--- src/ttg_pkg.sv ---
// Shared types, widths and constants of the trapezoidal trajectory generator.
// No dependencies; every other file of the block imports this package.
`timescale 1ns / 1ps

package ttg_pkg;

    // Fraction bits of the position format.
    localparam int POS_FRAC_BITS = 16;
    // Fraction bits of the time value built from the tick counter.
    localparam int TICK_FRAC_BITS = 16;

    // Field widths.
    localparam int POS_W = 48;
    localparam int VEL_W = 32;
    localparam int RATE_W = 32;
    localparam int TGT_W = 32;

    // Serial multiplier operand width: operands stay below 2^50.
    localparam int MUL_W = 50;

    // Serial divider widths: the widest numerator of any division
    // and a denominator of up to twice a 32-bit rate.
    localparam int NUM_A = 64 + POS_FRAC_BITS - 8;
    localparam int NUM_B = 49 + 32 - POS_FRAC_BITS;
    localparam int NUM_AB = (NUM_A > NUM_B) ? NUM_A : NUM_B;
    localparam int DIV_NUM_W = (NUM_AB > 56) ? NUM_AB : 56;
    localparam int DIV_DEN_W = 33;

    // Caps of capped products and quotients.
    localparam logic [MUL_W-1:0] BIG_CAP = 50'h2_0000_0000_0000;
    localparam logic [MUL_W-1:0] TIME_MAX = 50'h0_7FFF_FFFF_FFFF;

    // Motion phase codes.
    typedef enum logic [1:0] {
        PH_IDLE = 2'd0,
        PH_ACC  = 2'd1,
        PH_CRU  = 2'd2,
        PH_DEC  = 2'd3
    } phase_t;

endpackage

--- src/ttg_mul.sv ---
// Bit-serial shift-add multiplier, one multiplier bit per cycle.
// Depends on ttg_pkg for the operand width.
`timescale 1ns / 1ps

module ttg_mul
    import ttg_pkg::*;
(
    input  logic                 clk,
    input  logic                 rst_n,
    input  logic                 start,
    input  logic [MUL_W-1:0]     a,
    input  logic [MUL_W-1:0]     b,
    output logic                 done,
    output logic [2*MUL_W-1:0]   prod
);
    localparam int CNT_W = $clog2(MUL_W + 1);

    logic [2*MUL_W-1:0] p_reg;
    logic [2*MUL_W-1:0] p_next;
    logic [MUL_W-1:0]   a_reg;
    logic [CNT_W-1:0]   cnt_reg;
    logic               busy_reg;
    logic               done_reg;
    logic [MUL_W:0]     sum;

    // Add the multiplicand into the upper half when the low bit is set, then shift right.
    always_comb
    begin
        sum = {1'b0, p_reg[2*MUL_W-1:MUL_W]} + (p_reg[0] ? {1'b0, a_reg} : '0);
        p_next = {sum, p_reg[MUL_W-1:1]};
    end

    // Control state.
    always_ff @(posedge clk or negedge rst_n)
    begin
        if (!rst_n)
        begin
            busy_reg <= 1'b0;
            done_reg <= 1'b0;
            cnt_reg  <= '0;
        end
        else
        begin
            done_reg <= 1'b0;
            if (start)
            begin
                busy_reg <= 1'b1;
                cnt_reg  <= CNT_W'(MUL_W);
            end
            else if (busy_reg)
            begin
                cnt_reg <= cnt_reg - 1'b1;
                if (cnt_reg == CNT_W'(1))
                begin
                    busy_reg <= 1'b0;
                    done_reg <= 1'b1;
                end
            end
        end
    end

    // Datapath.
    always_ff @(posedge clk)
    begin
        if (start)
        begin
            p_reg <= {{MUL_W{1'b0}}, b};
            a_reg <= a;
        end
        else if (busy_reg)
        begin
            p_reg <= p_next;
        end
    end

    assign done = done_reg;
    assign prod = p_reg;
endmodule

--- config.mk ---
export PLATFORM = sky130hd
export DESIGN_NAME = ttg_mul
export DESIGN_NICKNAME = d
export VERILOG_FILES = /design/src/ttg_pkg.sv /design/src/ttg_mul.sv
export SDC_FILE = /design/constraint.sdc
export NUM_CORES = 1
export LEC_CHECK = 0
export ABC_AREA = 1
export BUFFER_PORTS_ARGS = -buffer_cell sky130_fd_sc_hd__buf_2
export CORE_ASPECT_RATIO = 2
export CORE_MARGIN = 2
export CORE_UTILIZATION = 48
export CTS_CLUSTER_DIAMETER = 120
export DETAILED_ROUTE_END_ITERATION = 6
export PLACE_DENSITY = 0.71
export SETUP_SLACK_MARGIN = 0.2
export SYNTH_ARGS = -nofsm -noshare
export SYNTH_HDL_FRONTEND = slang
export SYNTH_SLANG_ARGS = --single-unit
--- constraint.sdc ---
create_clock -name clk -period 3.2 [get_ports clk]
set_input_delay 0.96 -clock clk [delete_from_list [all_inputs] [get_ports clk]]
set_output_delay 0.96 -clock clk [all_outputs]
set_load 0.02 [all_outputs]
### Yosys cells after proc, flatten, opt, wreduce, memory -nomap -nowiden

Index checks and enable logic that the tools add are counted.

* logic and storage cells: 21
* input port bits: 103
* output and inout port bits: 101
* register bits after elaboration: 158

* reductions and logical operators: 1
* add/subtract/negate cells: 2
* multiplexer cells: 11
* equality and inequality tests: 1

Operator list (count)
* 50-bit 2-to-1 mux: 3
* 50-bit by 50-bit adder with 51-bit output: 1
* 6-bit 2-to-1 mux: 2
* 6-bit by 1-bit equality test with 1-bit output, second input constant: 1
* 1-bit 2-to-1 mux: 6
* 6-bit by 1-bit subtractor with 6-bit output, second input constant: 1
* 2-bit nonzero test: 1

### Longest topological paths before layout

* word-level depth: 4
* gate-level depth with buffers: 19
* depth with buffers taken out: 17

### Worst setup path after synthesis

No wires, ideal clock.

* path type: input-to-reg
* start: in start
* end: reg p_reg[0] (netlist: prod[0]) (enable)
* setup time: 0.405 ns
* data arrival time: 2.399 ns
* path slack: 0.395 ns
* stages on the path: 3
* data required time: 2.795 ns
* buffers on the path: 1
* cells stage by stage: clkbuf_1 > nor2_1 > inv_1

* cells in the longest elaborated chain, start to end: 1

RTL lines
* start: declaration: line ttg_mul.sv:10 `input logic start,`
* 2-bit nonzero test (no source line)
* end signal: assignment: line ttg_mul.sv:67 `p_reg <= {{MUL_W{1'b0}}, b};`
* end signal: assignment: line ttg_mul.sv:72 `p_reg <= p_next;`
* end: declaration: line ttg_mul.sv:18 `logic [2*MUL_W-1:0] p_reg;`

No other way between the ends.
A chain may end at the register's enable or synchronous reset.

### Worst setup path after layout

* start: reg p_reg[0] (netlist: prod[0])
* end: reg p_reg[98] (netlist: prod[98])

* cells in the longest elaborated chain, start to end: 2

RTL lines
* 50-bit 2-to-1 mux: line ttg_mul.sv:29 `sum = {1'b0, p_reg[2*MUL_W-1:MUL_W]} + (p_reg[0] ? {1'b0, a_reg} : '0);`
* 50-bit by 50-bit adder with 51-bit output: line ttg_mul.sv:29

No other way between the ends.

==> out/metrics.yaml <==
timing:
  slew_viol_final: 0
  setup_tns_ns: 0
  hold_viol: 0
  fin_skew_ns: 0.0116
  timing.slew.headroom_pct: 45.0
  worstMarginPinSlew_ns: 0.824
  max_freq_mhz: 345
  timing.final.crit_share_pct: 90.5
  period_minus_slack_ns: 2.89
  setup_viol_count_final: 0
  rsz0062_at_grt: "no"
cts:
  cts_resized: 0
  numClockSinks: 158
  cts_tree: "done"
  root_buffer: "clkbuf_16"
  cts_setup_buffers: 0
  cts.hold.buffers_added: 0
  cts-htree-levels: 4
  cts_buffers: 17
  clk_pin_slew_ns: 0.07
  clkLatencyLatePin_ns: 0.46
  cts_buffer_depth: 2
route:
  drtAntennaViolNets: 0
  vias: 10200
  drt_iter0_drc: 484
  first_pass_iters: 5
  routed_via_density: 5.02
  post_drt_wl_per_cell_um: 17.5
  drc_errors: 0
  wl_um: 35500
global_routing:
  grt.overflow.total: 0
  antenna_found_initial: 2
  grt_pass1_wl_um: 53400
  first_global_vias: 10400
  track_usage_pct: 31.8
  grt_max_degree: 74
floorplan:
  fp-row-count: 76
  core_um2: 21500
  ios: 204
  die-area_um2: 23200
  start_util_pct: 48.9
  die_h_um: 213
  dieWidth_um: 109
cells_and_area:
  final_nets: 1902
  final_cells: 2034
  area_growth_pct: 19.2
  drive_gt1_share_pct: 18.5
  fillCellCount: 2172
  largest_reg_flops: 100
placed_design:
  dp.cells: 2000
  gp_congestion: 1.01
  dp_hpwl_um: 28900
  numPortBuffers: 203
setup_path:
  cp_cell_sequence: "buf_12 > nand2_1 > inv_1 > ha_1 > nand2_1 > nor2_2 > nand3_1 > nand3_2 > nand2_1 > nand2_1 > nand2_1 > nand3_1 > nand3_1 > nand2_1 > inv_1"
  worstPathRequired_ns: 3.56
  path_common_cell: "nand2_1"
  slowest_stage: "edfxtp_1"
  critPathMaxStageDelay_ns: 0.45
  critPathMaxFanout: 31
  critical_path_class: "register to register"
  start_kind: "register"
  arrival_ns: 3.25
  crit_path_end_kind: "register"
logic_synthesis:
  netlist_area_um2: 10500
  synth_edf_count: 100
  ys_types: 44
  ys_seq_area_share_pct: 40.0
  syn_nets: 1688
  synth-async-reset-ratio_pct: 5.06
  syn_area_per_cell_um2: 6.86
  ys.warnings.count: 0
  syn_inst: 1532
  synth_seq_cells: 158
  synth_ff_type: "edfxtp_1"
power:
  p_leak_uw: 0.00720
  power_density_nw_per_um2: 523
  max-vdd-ir-drop_v: 0.000449
flow_run:
  cap_violations: 0
worst_hold_path:
  hold_path.class: "input port to asynchronous set/reset pin"
run_status:
  status: "finished clean"
-- cells by family after synthesis --
family | after synthesis | share of synthesized area, %
and+or+nand+nor | 866 | 34.4
adders and majority gates | 53 | 6.38
buffers and inverters | 319 | 11.5
DFF | 158 | 40.0
AOI/OAI and AO/OA | 122 | 6.56
xor gates and xnor gates | 14 | 1.17
-- through the flow --
stage	util, %	total power (uW)	cell area, um^2	worst slack (ns)	hold slack, ns
after floorplan	-	3740	10500	0.395	0.447
after global placement	55.5	4430	11900	0.267	0.468
after detailed placement	55.5	4450	11900	0.289	0.480
after CTS	58.3	6590	12500	0.258	0.333
after global routing	58.3	6870	12500	0.222	0.346
final	58.3	6560	12500	0.305	0.348
-- layout by cell type (no fill, tap or decap), drive strengths merged, types with 6 or more instances in the layout --
cell      n
a21oi    57
a32o      6
buf     224
clkbuf   20
dfrtp     8
dfxtp    50
edfxtp  100
ha       52
inv     294
nand2   606
nand3    69
nand4    14
nor2    147
nor3     10
o21ai    39
o21bai    9
or2       8
xnor2    10
-- routing by layer --
| layer | GRT usage (%) | wire length, um | vias up |
|---|---|---|---|
| met5 | 0 | 0 | - |
| met4 | 30.2 | 3730 | 0 |
| met3 | 5.16 | 1370 | 151 |
| met2 | 59.0 | 19000 | 329 |
| met1 | 27.7 | 11400 | 4551 |
| li1 | - | - | 5171 |
-- power breakdown --
group	total (uW)	switching, uW	internal, uW	leakage, uW
clock network	2140	885	1260	0.000293
registers	2590	179	2410	0.00154
logic	1830	1210	620	0.00537
-- synthesized netlist by cell type (2+ instances only) --
library cell	n	share of area (%)
nand2_1	594	21
nor2_1	118	4.2
a31oi_1	4	0.24
dfrtp_1	8	1.9
nor2_2	23	1.4
ha_1	52	6.2
xnor2_1	10	0.83
inv_1	278	9.9
buf_2	2	0.095
or2_2	7	0.42
clkbuf_1	20	0.71
nor2_4	6	0.64
a21o_1	2	0.14
xor2_1	4	0.33
a21oi_1	57	2.7
nor3_1	5	0.24
buf_1	5	0.18
inv_2	11	0.39
nand4_1	14	0.83
nand3b_1	4	0.29
and2_1	3	0.18
nor4_1	4	0.24
o21ai_0	31	1.5
o21bai_1	8	0.57
nand3_2	4	0.38
nand2_2	12	0.71
a32o_1	6	0.57
nor3_2	5	0.48
dfxtp_1	50	9.5
edfxtp_1	100	29
nand3_1	65	3.1
o21ai_1	8	0.38
-- worst paths after layout --
kind | slack, ns | start | depth (start not counted) | endpoint
worst max register to register | 0.31 | prod[0]$_DFFE_PP_ | 15 | prod[98]$_SDFFE_PP0P_
worst max-delay path | 0.31 | prod[0]$_DFFE_PP_ | 15 | prod[98]$_SDFFE_PP0P_
min in group clk | 0.49 | prod[58]$_SDFFE_PP0P_ | 2 | prod[58]$_SDFFE_PP0P_
worst min register to register | 0.49 | prod[58]$_SDFFE_PP0P_ | 2 | prod[58]$_SDFFE_PP0P_
worst min-delay path | 0.35 | rst_n | 1 | done$_DFF_PN0_
max in group asynchronous | 2.66 | rst_n | 1 | busy_reg$_DFF_PN0_
-- worst max-delay path: cells and delay by family (launching register included) --
| kind | cells | cell delay (ns) |
|---|---|---|
| fa+ha+maj | 1 | 0.37 |
| simple gates | 11 | 1.66 |
| buf+inv | 3 | 0.28 |
| flops | 1 | 0.45 |
-- area by class of cell --
cell class / instances / area (um^2) / area share (%)
Clock inverter: 12 / 159 / 1.27
Clock buffer: 20 / 447 / 3.56
Multi-Input combinational cell: 1055 / 5100 / 40.7
Timing Repair Buffer: 224 / 1190 / 9.48
Tap cell: 273 / 342 / 2.72
Antenna cell: 2 / 5.00 / 0.0399
Sequential cell: 158 / 4210 / 33.5
Inverter: 290 / 1090 / 8.68
Note: power is estimated with default switching activity, not from simulation.
