===== config.mk =====
export PLATFORM = sky130hd
export DESIGN_NAME = ttg_div
export DESIGN_NICKNAME = d
export VERILOG_FILES = /design/src/ttg_pkg.sv /design/src/ttg_div.sv
export SDC_FILE = /design/constraint.sdc
export NUM_CORES = 1
export LEC_CHECK = 0
export ABC_CLOCK_PERIOD_IN_PS = 2600
export BUFFER_PORTS_ARGS = -buffer_cell sky130_fd_sc_hd__clkbuf_2
export CORE_ASPECT_RATIO = 1.25
export CORE_MARGIN = 4
export CORE_UTILIZATION = 45
export CTS_BUF_LIST = sky130_fd_sc_hd__clkbuf_2 sky130_fd_sc_hd__clkbuf_4 sky130_fd_sc_hd__clkbuf_8
export DETAILED_ROUTE_END_ITERATION = 7
export PLACE_DENSITY = 0.8
export SYNTH_ARGS = -nofsm -noshare
export SYNTH_HDL_FRONTEND = slang
export SYNTH_SLANG_ARGS = --single-unit

===== constraint.sdc =====
create_clock -name clk -period 2.6 [get_ports clk]
set_input_delay 0.39 -clock clk [delete_from_list [all_inputs] [get_ports clk]]
set_output_delay 0.39 -clock clk [all_outputs]
set_load 0.1 [all_outputs]

===== src/ttg_pkg.sv =====
// Shared types, widths and constants of the trapezoidal trajectory generator.
// No dependencies; every other file of the block imports this package.
`timescale 1ns / 1ps

package ttg_pkg;

    // Fraction bits of the position format.
    localparam int POS_FRAC_BITS = 16;
    // Fraction bits of the time value built from the tick counter.
    localparam int TICK_FRAC_BITS = 16;

    // Field widths.
    localparam int POS_W = 48;
    localparam int VEL_W = 32;
    localparam int RATE_W = 32;
    localparam int TGT_W = 32;

    // Serial multiplier operand width: operands stay below 2^50.
    localparam int MUL_W = 50;

    // Serial divider widths: the widest numerator of any division
    // and a denominator of up to twice a 32-bit rate.
    localparam int NUM_A = 64 + POS_FRAC_BITS - 8;
    localparam int NUM_B = 49 + 32 - POS_FRAC_BITS;
    localparam int NUM_AB = (NUM_A > NUM_B) ? NUM_A : NUM_B;
    localparam int DIV_NUM_W = (NUM_AB > 56) ? NUM_AB : 56;
    localparam int DIV_DEN_W = 33;

    // Caps of capped products and quotients.
    localparam logic [MUL_W-1:0] BIG_CAP = 50'h2_0000_0000_0000;
    localparam logic [MUL_W-1:0] TIME_MAX = 50'h0_7FFF_FFFF_FFFF;

    // Motion phase codes.
    typedef enum logic [1:0] {
        PH_IDLE = 2'd0,
        PH_ACC  = 2'd1,
        PH_CRU  = 2'd2,
        PH_DEC  = 2'd3
    } phase_t;

endpackage


===== src/ttg_div.sv =====
// Bit-serial restoring divider, one quotient bit per cycle.
// Depends on ttg_pkg for the numerator and denominator widths.
`timescale 1ns / 1ps

module ttg_div
    import ttg_pkg::*;
(
    input  logic                 clk,
    input  logic                 rst_n,
    input  logic                 start,
    input  logic [DIV_NUM_W-1:0] num,
    input  logic [DIV_DEN_W-1:0] den,
    output logic                 done,
    output logic [DIV_NUM_W-1:0] quo
);
    localparam int CNT_W = $clog2(DIV_NUM_W + 1);

    logic [DIV_NUM_W-1:0] n_reg;
    logic [DIV_DEN_W-1:0] r_reg;
    logic [DIV_DEN_W-1:0] d_reg;
    logic [CNT_W-1:0]     cnt_reg;
    logic                 busy_reg;
    logic                 done_reg;
    logic [DIV_DEN_W:0]   rs;
    logic [DIV_DEN_W:0]   rd;
    logic                 ge;

    // Shift in the next numerator bit and subtract the divisor when it fits.
    always_comb
    begin
        rs = {r_reg, n_reg[DIV_NUM_W-1]};
        rd = rs - {1'b0, d_reg};
        ge = (rs >= {1'b0, d_reg});
    end

    // Control state.
    always_ff @(posedge clk or negedge rst_n)
    begin
        if (!rst_n)
        begin
            busy_reg <= 1'b0;
            done_reg <= 1'b0;
            cnt_reg  <= '0;
        end
        else
        begin
            done_reg <= 1'b0;
            if (start)
            begin
                busy_reg <= 1'b1;
                cnt_reg  <= CNT_W'(DIV_NUM_W);
            end
            else if (busy_reg)
            begin
                cnt_reg <= cnt_reg - 1'b1;
                if (cnt_reg == CNT_W'(1))
                begin
                    busy_reg <= 1'b0;
                    done_reg <= 1'b1;
                end
            end
        end
    end

    // Datapath: the numerator register fills with quotient bits from the bottom.
    always_ff @(posedge clk)
    begin
        if (start)
        begin
            n_reg <= num;
            r_reg <= '0;
            d_reg <= den;
        end
        else if (busy_reg)
        begin
            n_reg <= {n_reg[DIV_NUM_W-2:0], ge};
            r_reg <= ge ? rd[DIV_DEN_W-1:0] : rs[DIV_DEN_W-1:0];
        end
    end

    assign done = done_reg;
    assign quo = n_reg;
endmodule


Word-level counts from Yosys, hierarchy flattened
Cells that the tools add are included.

cells by class
  $add $sub $neg = 2
  magnitude comparators = 1
  equal/unequal tests = 1
  multiplexer cells = 11
  reduce and logical (&&, ||, !) cells = 1

operator list
  operator               number
  $mux W72               2
  $ge A34 B33 Y1         1
  $mux W33               1
  $sub A33 B33 Y33       1
  $mux W7                2
  $eq A7 B1 Y1 const B   1
  $sub A7 B1 Y7 const B  1
  $mux W1                6
  $reduce_bool A2 Y1     1

word-level totals
  register bits after elaboration = 147
  input bits = 108
  output and inout port bits = 73
  word-level logic and storage cells = 22

Depth between registers and ports, before layout
Gate-level depths: netlist of run 1.

  depth in word-level cells = 4
  mapped depth = 14
  mapped depth without buffers = 12

Worst setup path before layout of run 1
No wires, ideal clock.

  path type = register to register
  from = reg n_reg[71] (netlist: quo[71])
  to = reg r_reg[0]
  setup time = 0.079 ns
  arrival time = 3.175 ns
  data required time = 2.521 ns
  slack = -0.654 ns
  cell stages (with the launch flop) = 14
  buffers on the path = 1
  period minus slack after synthesis = 3.254 ns
  cells stage by stage = edfxtp_1 inv_1 ha_1 inv_1 fa_1 a21oi_1 o221ai_1 nand3_1 nand2_1 a21oi_1 o21ba_1 buf_6 mux2_4 a211oi_2

on the way
  word-level cells in the longest chain between the ends = 2
  elaborated cells on any way between the ends = 3
  classes of those cells = add/sub (1); order compare (1); mux (1)

RTL lines
  element                                             line                          text
  from (decl)                                         ttg_div.sv:18                 logic [DIV_NUM_W-1:0] n_reg;
  from (signal assigned)                              ttg_div.sv:70                 n_reg <= num;
  from (signal assigned)                              ttg_div.sv:76                 n_reg <= {n_reg[DIV_NUM_W-2:0], ge};
  $sub A33 B33 Y33 or $ge A34 B33 Y1 (tied branches)  ttg_div.sv:32, ttg_div.sv:33
  $mux W33 (*)                                        ttg_div.sv:77                 r_reg <= ge ? rd[DIV_DEN_W-1:0] : rs[DIV_DEN_W-1:0];
  to (signal assigned)                                ttg_div.sv:77
  to (decl)                                           ttg_div.sv:19                 logic [DIV_DEN_W-1:0] r_reg;

Mark *: on every way between the ends. The rest lies on a longest branch, timed or not.
A chain may end at the register's enable or synchronous reset.

Final worst setup path of run 1
  from = reg d_reg[10]
  to = reg r_reg[16]

on the way
  word-level cells in the longest chain between the ends = 2
  elaborated cells on any way between the ends = 3
  classes of those cells = add/sub (1); order compare (1); mux (1)

RTL lines
  element                                             line                          text
  from (decl)                                         ttg_div.sv:20                 logic [DIV_DEN_W-1:0] d_reg;
  from (signal assigned)                              ttg_div.sv:72                 d_reg <= den;
  $sub A33 B33 Y33 or $ge A34 B33 Y1 (tied branches)  ttg_div.sv:32, ttg_div.sv:33
  $mux W33 (*)                                        ttg_div.sv:77

Marked as above.

==> results.md, run 1 <==
- Full die area: 19,840 um2
- Total CTS buffers: 17
- Max reg flops: 72
- Pwr dens: 698.0 nW/um2
- XOR/XNOR share of the synthesized area: 0.03422
- Placed Area: 9454 um2
- Internal Power: 4.329 mW
- Post-route cell area: 10,340 um2
- Syn avg cell area: 11.05 um2
- Dpl ws: -0.05541 ns
- Crit path launch type: flip-flop
- Slew Viols, Final: 0
- Post-synth EDFFs: 105
- R2r setup slk: -0.03 ns
- Share of layout cells above drive strength 1: 0.4395
- Post-synthesis compound-gate area fraction: 0.1268
- Yosys warning count: 0
- Largest net degree at the start of global routing: 108
- Setup-failing EPs final: 13
- Crit path required time: 2.97 ns
- H-tree depth: 4
- Reg power frac: 0.405
- Ports: 181
- Fillers: 1,407
- Mapped Cells: 718
- Clock Path Buffers: 2
- Pre-Repair DR Iteration Count: 5
- Layout Skew: 0.01566 ns
- Register bit count reported by yosys: 147
- GRT Util Overall: 0.2038
- Post-synthesis adder-cell area fraction: 0.05771
- GP Congestion: 0.9056
- Initial antenna violation count: 0
- Clock root buffer: clkbuf_8
- MaxCap Viol Count: 0
- DR vias: 6,517
- Psw: 2.886 mW
- First-pass GRT wire length: 32.10 mm
- Worst skew pair latency: 0.46 ns
- Combinational family with the most area after synthesis: compound AO/OA/AOI/OAI gates
- Worst Tran Pin Value: 0.9235 ns
- CTS tree: built
- P&R area growth vs syn: 30.26%
- Met3 wire len: 1.656 mm
- Worst r2r dst: r_reg[16]$_SDFFE_PP0P_
- DRT met1 WL: 7.723 mm
- Setup TNS: -0.1341 ns
- R2R cell count: 11
- Fin worst setup slack: -0.02818 ns
- R2R Path Start: d_reg[10]$_DFFE_PP_
- Final hold violation count: 0
- VDD IR max: 0.0005045 V
- Mapped Area: 7935 um2
- GR Overflow Total: 0
- Worst setup path endpoint: r_reg[16]$_SDFFE_PP0P_
- Max Freq: 380.5 MHz
- Simple-gate share of the synthesized area: 0.1132
- Die extent in y: 156.5 um
- Register area share after synthesis: 0.5090
- Diodes inserted: 0
- Starting Density: 0.4570
- Leak: 4.498 nW
- Mapped Nets: 862
- Netlist cell types: 65
- Hold Path Class: in2reg
- Port bufs: 180
- Share of synthesized flip-flops with an asynchronous set or reset: 0.06122
- Final hold slack: 0.1077 ns
- Number of global-route vias before repair: 6,648
- Rows: 54
- Number of remaining DRC errors: 0
- CTS clock-pin slew for the worst setup and hold paths: 0.10 ns
- Final ANT Viol Nets: 0
- Nets@finish: 1,089
- Core Region: 17,360 um2
- Top sig layer: met4
- Post-synthesis mux area share: 0.1154
- Wire length on met2: 10.84 mm
- Status: finished, violations left
- Routed wire per std cell: 17.62 um
- Clk sink count: 147
- Combinational fraction of design power: 0.356
- Final HPWL DP: 14.88 mm
- Ys flop type: edfxtp_1
- Clock power frac: 0.239
- CP arrival: 3.00 ns
- Final worst path period share: 1.011
- RSZ-0062 raised after global routing: true
- Switching share of power: 0.4000
- Worst Setup SP: d_reg[10]$_DFFE_PP_
- Final WL: 20.82 mm
- Crit path max fanout: 8
- Final core utilization: 0.5953
- Post-DR vias/cell: 5.514
- Violated checks: setup timing
- Die Wd: 126.8 um
- Initial DRC count: 421
- Setup Crit Path Kind: reg2reg
- CP Capture Type: flip-flop
- Final min period: 2.628 ns
- Slew headroom: 0.3843
per-stage QoR:
stage,instances,power (mW)
2_1_floorplan,718,4.731
3_3_place_gp,1141,5.288
3_5_place_dp,1141,5.320
4_1_cts,1174,7.073
5_1_grt,1182,7.552
6_report,1182,7.215
per-layer routing:
| metal | vias up | track usage |
|---|---|---|
| met5 | - | 0 |
| met4 | 0 | 0.07460 |
| met3 | 45 | 0.07272 |
| met2 | 260 | 0.3693 |
| met1 | 3112 | 0.2178 |
| li1 | 3100 | - |
cells in the final DEF, fill, tap and decap left out, drive strengths merged, types with 4 or more instances in the layout:
master,count
o21a,5
a21o,14
mux2i,9
clkinv,5
nor2b,6
a311oi,19
dfrtp,9
o21bai,5
o31ai,5
or3,4
edfxtp,105
a211oi,7
inv,51
buf,67
nor3,8
xor2,11
dfxtp,33
nand3,14
a21oi,34
nand4,12
o21ai,26
o211ai,4
clkbuf,199
a31oi,5
mux2,73
ha,35
nand2,73
nand2b,6
nor2,53
xnor2,20
power groups by stage:
stage | Sequential [mW] | Clock (mW) | Combinational [mW]
final | 2.92 | 1.72 | 2.57
after global routing | 2.95 | 1.88 | 2.72
after CTS | 2.91 | 1.77 | 2.39
after detailed placement | 2.96 | 0 | 2.36
after global placement | 2.96 | 0 | 2.33
after floorplan | 3.84 | 0 | 0.888
final cells by class:
cell class | count | area (um2) | share of cell area
multi-input combinational | 487 | 3946 | 0.3818
timing repair buffer | 249 | 1528 | 0.1478
tap | 224 | 280.3 | 0.02712
clock inverter | 14 | 135.1 | 0.01307
inverter | 43 | 165.2 | 0.01598
sequential | 147 | 4040 | 0.3909
clock buffer | 18 | 241.5 | 0.02336
logic make-up (layout without fill, tap and decap cells):
| kind of cell | count (synthesis) | after routing |
|---|---|---|
| simple gates | 193 | 193 |
| flops | 147 | 147 |
| compound gates | 145 | 145 |
| buf+inv | 84 | 324 |
| mux | 82 | 82 |
| fa+ha+maj | 36 | 36 |
| xor+xnor | 31 | 31 |
cells in the mapped netlist (5+ instances only):
cell	count	share of area
edfxtp_1	105	0.40
nand2_1	73	0.035
mux2_2	72	0.10
nor2_1	53	0.025
inv_1	43	0.020
ha_1	35	0.055
a21oi_1	33	0.021
dfxtp_1	33	0.083
clkbuf_1	27	0.013
o21ai_0	26	0.016
xnor2_1	20	0.022
a311oi_1	19	0.021
a21o_1	14	0.013
nand3_1	14	0.0088
nand4_1	11	0.0087
xor2_1	11	0.012
dfrtp_1	9	0.028
mux2i_1	9	0.011
nor3_1	8	0.0050
a211oi_1	6	0.0057
nand2b_1	6	0.0047
nor2b_1	6	0.0047
a31oi_1	5	0.0039
buf_4	5	0.0047
o21a_1	5	0.0047
o31ai_1	5	0.0047
timing repair:
item,in CTS,in global routing
gates cloned,0,3
endpoints found under the hold margin,9,0
pin swaps,1,44
resized for setup,7,78
setup buffers,0,5
hold buffers,1,0
setup endpoints to repair,22,33
worst min path at each step:
stage | depth (start not counted) | start | slack, ns | to
after global routing | 1 | den[31] | 0.07 | d_reg[31]$_DFFE_PP_
after CTS | 1 | den[22] | 0.07 | d_reg[22]$_DFFE_PP_
after global placement | 1 | rst_n | 0.26 | done$_DFF_PN0_
final | 1 | den[11] | 0.11 | d_reg[11]$_DFFE_PP_
after detailed placement | 1 | rst_n | 0.26 | done$_DFF_PN0_
after floorplan | 0 | rst_n | 0.09 | busy_reg$_DFF_PN0_
critical path: stages, from the launching register on:
cell,delay (ns)
edfxtp_1,0.33
inv_1,0.06
ha_4,0.28
nand4_4,0.10
or3_4,0.40
nand4bb_4,0.25
o221ai_2,0.20
o21bai_4,0.15
o21bai_4,0.23
buf_6,0.21
nand2_1,0.08
a311oi_2,0.25
No activity file was read; power rests on OpenSTA's default activity.
==> run 2, diff against run 1 <==
--- a/config.mk
+++ b/config.mk
@@ -12,7 +12,7 @@
 export CORE_UTILIZATION = 45
 export CTS_BUF_LIST = sky130_fd_sc_hd__clkbuf_2 sky130_fd_sc_hd__clkbuf_4 sky130_fd_sc_hd__clkbuf_8
 export DETAILED_ROUTE_END_ITERATION = 7
-export PLACE_DENSITY = 0.8
+export PLACE_DENSITY = 0.73
 export SYNTH_ARGS = -nofsm -noshare
 export SYNTH_HDL_FRONTEND = slang
 export SYNTH_SLANG_ARGS = --single-unit
==> run 2 against run 1 <==
  * The flow still finishes with violations (setup timing)
  * Sequential power about the same
  * Via count is 0.35% lower
  * First-iteration DRC count grew 5.0%
  * Sequential share of layout area is 0.39 points higher
  * Clock power about the same
  * Register-to-register slack hardly changed
  * Hold slack lost 0.0029 ns
  * Clock skew rose by 0.0041 ns
  * Largest cell class unchanged
==> results.md, run 2 (synthesis results as in run 1) <==
- Switching share of power: 0.4044 (was 0.4000)
- Worst skew pair latency: 0.46 ns (about the same)
- CP most frequent cell: inv_2 (was o21bai_4)
- Psw: 2.907 mW (was 2.886 mW)
- Setup Crit Path Kind: reg2reg (unchanged)
- CP Cell Sequence: inv_2 > ha_4 > inv_2 > fa_2 > a21oi_2 > o221ai_2 > a2111o_1 > a31oi_2 > o21ai_2 > xnor2_1 > nand2_1 > a311oi_2 (was inv_1 > ha_4 > nand4_4 > or3_4 > nand4bb_4 > o221ai_2 > o21bai_4 > o21bai_4 > buf_6 > nand2_1 > a311oi_2)
- Initial antenna violation count: 0 (unchanged)
- Pwr dens: 702.6 nW/um2 (was 698.0 nW/um2)
- Hold Path End: d_reg[12]$_DFFE_PP_ (was d_reg[11]$_DFFE_PP_)
- Internal Power: 4.281 mW (was 4.329 mW)
- Worst Tran Pin Value: 0.6125 ns (was 0.9235 ns)
- Layout Skew: 0.01978 ns (was 0.01566 ns)
- Diodes inserted: 0 (unchanged)
- VDD IR max: 0.0005781 V (was 0.0005045 V)
- Number of global-route vias before repair: 6,732 (was 6,648)
- Setup-failing EPs final: 3 (was 13)
- Slowest stage cell, crit path: a2111o_1 (was or3_4)
- R2R cell count: 12 (was 11)
- Share of layout cells above drive strength 1: 0.4265 (was 0.4395)
- Hold Path Class: in2reg (unchanged)
- Fillers: 1,478 (was 1,407)
- Max Freq: 378.8 MHz (was 380.5 MHz)
- CTS clock-pin slew for the worst setup and hold paths: 0.10 ns (about the same)
- Final worst path period share: 1.015 (was 1.011)
- P&R area growth vs syn: 28.93% (was 30.26%)
- Combinational fraction of design power: 0.352 (was 0.356)
- Violated checks: setup timing (unchanged)
- Pre-Repair DR Iteration Count: 6 (was 5)
- Most common cell after layout, fill and taps aside: clkbuf_2 (unchanged)
- Final ANT Viol Nets: 0 (unchanged)
- MaxCap Viol Count: 0 (unchanged)
- Crit-path max cell delay: 0.49 ns (was 0.40 ns)
- Crit path max fanout: 3 (was 8)
- Post-DR vias/cell: 5.489 (was 5.514)
- GR Overflow Total: 0 (unchanged)
- Worst r2r dst: r_reg[16]$_SDFFE_PP0P_ (unchanged)
- Clk sink count: 147 (unchanged)
- R2R Path Start: quo[71]$_DFFE_PP_ (was d_reg[10]$_DFFE_PP_)
- Final hold violation count: 0 (unchanged)
- Final min period: 2.640 ns (was 2.628 ns)
- Final WL: 21.50 mm (was 20.82 mm)
- Routed wire per std cell: 18.18 um (was 17.62 um)
- Finished Layout Cells: 1,183 (was 1,182)
- Max reg flops: 72 (unchanged)
- Placed Cells: 1,144 (was 1,141)
- Core Region: 17,360 um2 (unchanged)
- Full die area: 19,840 um2 (unchanged)
- Nets@finish: 1,090 (was 1,089)
- DR vias: 6,494 (was 6,517)
- Most frequent cells in the layout: clkbuf_2, edfxtp_1, mux2_2 (unchanged)
- Delay-heaviest family, CP: compound AO/OA/AOI/OAI gates (was simple AND/OR/NAND/NOR gates)
- Largest net degree at the start of global routing: 102 (was 108)
- Hold path depth: 1 (unchanged)
- Initial DRC count: 442 (was 421)
- First-pass GRT wire length: 33.76 mm (was 32.10 mm)
- CP Capture Type: flip-flop (unchanged)
- Fin worst setup slack: -0.04026 ns (was -0.02818 ns)
- Die extent in y: 156.5 um (unchanged)
- GRT Util Overall: 0.2161 (was 0.2038)
- Hold_sp: den[12] (was den[11])
- RSZ-0062 raised after global routing: true (unchanged)
- Crit path launch type: flip-flop (unchanged)
- Ports: 181 (unchanged)
- Reg power frac: 0.407 (was 0.405)
- CP Buf/Inv Count: 2 (unchanged)
- CP arrival: 3.01 ns (was 3.00 ns)
- Leak: 4.446 nW (was 4.498 nW)
- Total CTS buffers: 17 (unchanged)
- Slew Viols, Final: 0 (unchanged)
- GP Congestion: 0.9125 (was 0.9056)
- Clock root buffer: clkbuf_8 (unchanged)
- Worst Setup SP: quo[71]$_DFFE_PP_ (was d_reg[10]$_DFFE_PP_)
- Final HPWL DP: 15.72 mm (was 14.88 mm)
- H-tree depth: 4 (unchanged)
- Starting Density: 0.4570 (unchanged)
- Final hold slack: 0.1048 ns (was 0.1077 ns)
- CTS tree: built (unchanged)
- Port bufs: 180 (unchanged)
- Clock power frac: 0.242 (was 0.239)
- Number of remaining DRC errors: 0 (unchanged)
- Crit path required time: 2.97 ns (about the same)
- Status: finished, violations left (unchanged)
- Slew headroom: 0.5917 (was 0.3843)
- Rows: 54 (unchanged)
- Clock Path Buffers: 2 (unchanged)
- Die Wd: 126.8 um (unchanged)
- R2r setup slk: -0.04 ns (was -0.03 ns)
[run 2: changes by cell type in the layout (fill, tap and decap cells not counted), moves of 3 or more]
cell     change
inv_6        +3
nand2_4      -8
o21ai_0      +3
o21ai_1      -5
nand2_2     -10
buf_4        +3
nand2_1     +18
[run 2: worst max path at each step]
| stage | to | slack, ns | cells past startpoint |
|---|---|---|---|
| floorplan | r_reg[0]$_SDFFE_PP0P_ | -0.43 | 13 |
| CTS | r_reg[20]$_SDFFE_PP0P_ | 0.0002 | 11 |
| global route | r_reg[32]$_SDFFE_PP0P_ | -0.13 | 13 |
| detailed placement | r_reg[11]$_SDFFE_PP0P_ | -0.11 | 13 |
| finish | r_reg[16]$_SDFFE_PP0P_ | -0.04 | 12 |
| global placement | r_reg[19]$_SDFFE_PP0P_ | 0.02 | 12 |
[run 2: final cells by class]
type,count,area [um2],area share
clock buffers,17,234.0,0.02287
clock inverters,15,136.4,0.01333
inverters,43,165.2,0.01614
multi-input cells,487,3881,0.3794
flip-flops and latches,147,4039,0.3948
well taps,224,280.3,0.02739
repair buffers,250,1495,0.1461
[run 2: what timing repair did]
action | CTS | global route
endpoints found under the hold margin | 9 | 0
buffers inserted | 2 | 2
cloned | 2 | 0
hold buffers | 1 | 0
pin swaps | 8 | 24
resized for setup | 13 | 53
setup endpoints to repair | 27 | 34
[run 2: worst register-to-register path, cell delays in order, from the launching register on]
cell and delay (ns):
edfxtp_1 0.41, inv_2 0.10, ha_4 0.13, inv_2 0.04, fa_2 0.36, a21oi_2 0.16, o221ai_2 0.16, a2111o_1 0.49
a31oi_2 0.22, o21ai_2 0.07, xnor2_1 0.14, nand2_1 0.08, a311oi_2 0.22
[run 2: through the flow]
stage	cell area (um2)	setup slack (ns)	utilization	power (mW)	setup TNS (ns)
finish	10230	-0.04026	0.5892	7.188	-0.08177
global route	10230	-0.1332	0.5892	7.511	-2.683
CTS	9951	0.0002189	0.5731	7.122	0
detailed placement	9477	-0.1077	0.5458	5.340	-1.127
global placement	9477	0.01798	0.5458	5.304	0
floorplan	7978	-0.4260	-	4.731	-13.66
[run 2: power by group through the flow]
stage | Clock [mW] | Combinational, mW | Sequential, mW
after floorplan | 0 | 0.888 | 3.84
after global placement | 0 | 2.34 | 2.96
after detailed placement | 0 | 2.38 | 2.96
after CTS | 1.78 | 2.42 | 2.92
after global routing | 1.88 | 2.68 | 2.95
final | 1.74 | 2.53 | 2.92
[run 2: layer usage]
layer / routed length [um] / part of all wire / GRT usage
met5: 0 / 0 / 0
met4: 680 / 0.032 / 0.08482
met3: 1798 / 0.084 / 0.08057
met2: 11310 / 0.53 / 0.3908
met1: 7715 / 0.36 / 0.2269
==> run 3, diff against run 2 <==
--- a/config.mk
+++ b/config.mk
@@ -12,7 +12,7 @@
 export CORE_UTILIZATION = 45
 export CTS_BUF_LIST = sky130_fd_sc_hd__clkbuf_2 sky130_fd_sc_hd__clkbuf_4 sky130_fd_sc_hd__clkbuf_8
 export DETAILED_ROUTE_END_ITERATION = 7
-export PLACE_DENSITY = 0.73
+export PLACE_DENSITY = 0.77
 export SYNTH_ARGS = -nofsm -noshare
 export SYNTH_HDL_FRONTEND = slang
 export SYNTH_SLANG_ARGS = --single-unit
==> constraint.sdc (replaced) <==
create_clock -name clk -period 2.6 [get_ports clk]
set_input_delay 0.26 -clock clk [delete_from_list [all_inputs] [get_ports clk]]
set_output_delay 0.26 -clock clk [all_outputs]
set_load 0.1 [all_outputs]
==> run 3 against run 2 <==
  * The flow still finishes with violations (setup timing)
  * Cell count rose by 3.6%
  * Sequential share of layout area fell by 1.9 points
  * Count of clock-buffer cells in the layout did not move
  * Largest power group unchanged
==> results.md, run 3 (synthesis results as in run 1) <==
- Status: finished, violations left (unchanged)
- Violated checks: setup timing (unchanged)
- Clock Path Buffers: 2 (unchanged)
- Worst skew pair latency: 0.46 ns (about the same)
- Setup-failing EPs final: 22 (was 3)
- Share of layout cells above drive strength 1: 0.4346 (was 0.4265)
- Pwr dens: 672.9 nW/um2 (was 702.6 nW/um2)
- Crit path max fanout: 7 (was 3)
- Total CTS buffers: 17 (unchanged)
- Setup Crit Path Kind: reg2reg (unchanged)
- Largest net degree at the start of global routing: 94 (was 102)
- CP Cell Sequence: inv_2 > ha_4 > nand4_4 > or3_4 > nand4bb_4 > o221ai_2 > o21bai_4 > o21bai_4 > clkbuf_16 > nand2_1 > a311oi_1 (was inv_2 > ha_4 > inv_2 > fa_2 > a21oi_2 > o221ai_2 > a2111o_1 > a31oi_2 > o21ai_2 > xnor2_1 > nand2_1 > a311oi_2)
- Final WL: 21.29 mm (was 21.50 mm)
- Clock power frac: 0.228 (was 0.242)
- Switching share of power: 0.3994 (was 0.4044)
- Diodes inserted: 0 (unchanged)
- Clock root buffer: clkbuf_8 (unchanged)
- GRT Util Overall: 0.2105 (was 0.2161)
- Port bufs: 180 (unchanged)
- Starting Density: 0.4570 (unchanged)
- Final hold violation count: 0 (unchanged)
- Full die area: 19,840 um2 (unchanged)
- Psw: 2.885 mW (was 2.907 mW)
- Leak: 4.677 nW (was 4.446 nW)
- H-tree depth: 4 (unchanged)
- GP Congestion: 0.9082 (was 0.9125)
- P&R area growth vs syn: 35.29% (was 28.93%)
- Number of remaining DRC errors: 0 (unchanged)
- CP most frequent cell: o21bai_4 (was inv_2)
- Final worst path period share: 1.027 (was 1.015)
- Max Freq: 374.6 MHz (was 378.8 MHz)
- Worst Tran Pin Value: 0.9056 ns (was 0.6125 ns)
- CTS tree: built (unchanged)
- Die extent in y: 156.5 um (unchanged)
- CTS clock-pin slew for the worst setup and hold paths: 0.10 ns (about the same)
- Combinational fraction of design power: 0.367 (was 0.352)
- VDD IR max: 0.0005223 V (was 0.0005781 V)
- Crit path launch type: flip-flop (unchanged)
- CP arrival: 3.03 ns (was 3.01 ns)
- Nets@finish: 1,132 (was 1,090)
- Crit-path max cell delay: 0.41 ns (was 0.49 ns)
- Routed wire per std cell: 17.38 um (was 18.18 um)
- Power Total: 7.223 mW (was 7.188 mW)
- Final ANT Viol Nets: 0 (unchanged)
- Max reg flops: 72 (unchanged)
- Initial antenna violation count: 1 (was 0)
- Slew headroom: 0.3963 (was 0.5917)
- First-pass GRT wire length: 33.15 mm (was 33.76 mm)
- Post-DR vias/cell: 5.393 (was 5.489)
- Die Wd: 126.8 um (unchanged)
- Internal Power: 4.339 mW (was 4.281 mW)
- RSZ-0062 raised after global routing: true (unchanged)
- R2R Path Start: d_reg[11]$_DFFE_PP_ (was quo[71]$_DFFE_PP_)
- Final HPWL DP: 15.07 mm (was 15.72 mm)
- Rows: 54 (unchanged)
- R2R cell count: 11 (was 12)
- Final min period: 2.669 ns (was 2.640 ns)
- DR vias: 6,607 (was 6,494)
- Hold Path Class: in2reg (unchanged)
- Most frequent cells in the layout: clkbuf_2, edfxtp_1, mux2_2 (unchanged)
- GR Overflow Total: 0 (unchanged)
- Slew Viols, Final: 0 (unchanged)
- Core Region: 17,360 um2 (unchanged)
- Fin worst setup slack: -0.06948 ns (was -0.04026 ns)
- Worst setup path endpoint: r_reg[16]$_SDFFE_PP0P_ (unchanged)
- Initial DRC count: 434 (was 442)
- Number of global-route vias before repair: 6,850 (was 6,732)
- Slowest stage cell, crit path: or3_4 (was a2111o_1)
- Clk sink count: 147 (unchanged)
- Ports: 181 (unchanged)
- Reg power frac: 0.405 (was 0.407)
- Worst Setup SP: d_reg[11]$_DFFE_PP_ (was quo[71]$_DFFE_PP_)
- Crit path required time: 2.96 ns (was 2.97 ns)
- Most common cell after layout, fill and taps aside: clkbuf_2 (unchanged)
- MaxCap Viol Count: 0 (unchanged)
- R2r setup slk: -0.07 ns (was -0.04 ns)
- Pre-Repair DR Iteration Count: 5 (was 6)
- Worst r2r dst: r_reg[16]$_SDFFE_PP0P_ (unchanged)
- Layout Skew: 0.01361 ns (was 0.01978 ns)
- Final core utilization: 0.6182 (was 0.5892)
- CP Capture Type: flip-flop (unchanged)
## run 3: cell count changes in the layout (fill, tap and decap cells not counted), sizes merged
cell / before / now
buf: 70 / 78
clkbuf: 196 / 197
clkinv: 4 / 6
clkinvlp: 2 / 3
dlygate4sd3: 1 / 34
inv: 52 / 49
## run 3: area by class of cell
type	instances	area (um2)
clock buffer	17	234.0
multi-input combinational	487	3994
clock inverter	15	121.4
inverter	43	165.2
fill	1412	6629
tap	224	280.3
sequential	147	4039
timing repair buffer	292	1902
## run 3: worst min-delay path by stage
stage | slack, ns | cells past startpoint | to | start
6_report | 0.09 | 2 | quo[18]$_DFFE_PP_ | num[18]
3_5_place_dp | 0.13 | 1 | cnt_reg[6]$_DFFE_PN0P_ | rst_n
2_1_floorplan | -0.04 | 0 | busy_reg$_DFF_PN0_ | rst_n
4_1_cts | 0.06 | 2 | quo[18]$_DFFE_PP_ | num[18]
5_1_grt | 0.05 | 2 | quo[14]$_DFFE_PP_ | num[14]
3_3_place_gp | 0.13 | 1 | cnt_reg[6]$_DFFE_PN0P_ | rst_n
## run 3: power by group through the flow
stage	Combinational, mW	Clock (mW)	Sequential (mW)
6_report	2.65	1.65	2.92
5_1_grt	2.81	1.80	2.95
3_5_place_dp	2.37	0	2.96
3_3_place_gp	2.34	0	2.96
4_1_cts	2.47	1.70	2.92
2_1_floorplan	0.888	0	3.84
## run 3: routing by layer
layer,up-vias,part of all wire,global-route usage
li1,3182,-,-
met1,3129,0.37,0.2213
met2,240,0.52,0.3829
met3,54,0.078,0.07784
met4,2,0.030,0.07818
met5,-,0.00056,0
## run 3: repair_timing
action                                  4_1_cts  5_1_grt
pin swaps                                    12       36
hold endpoints to repair                     42        0
cloned                                        0        2
hold buffers                                 34        0
gates resized for setup                      18       68
setup buffers                                 4        6
endpoints found under the setup margin       34       33
## run 3: stage by stage
stage / instances / instance area (um2) / setup TNS, ns / setup slack (ns) / hold slack (ns)
floorplan: 718 / 7975 / -13.20 / -0.4260 / -0.03559
global placement: 1148 / 9494 / -2.127 / -0.1437 / 0.1285
detailed placement: 1148 / 9494 / -3.918 / -0.2123 / 0.1288
CTS: 1218 / 10310 / -0.05015 / -0.04455 / 0.05909
global route: 1225 / 10740 / -3.934 / -0.1665 / 0.05308
finish: 1225 / 10740 / -0.7367 / -0.06948 / 0.09401
## run 3: critical path, delay by kind of cell (launching register included)
kind / cells / cell delay, ns
simple gates: 4 / 0.83
fa+ha+maj: 1 / 0.28
compound gates: 4 / 0.81
buf+inv: 2 / 0.29
flops: 1 / 0.36
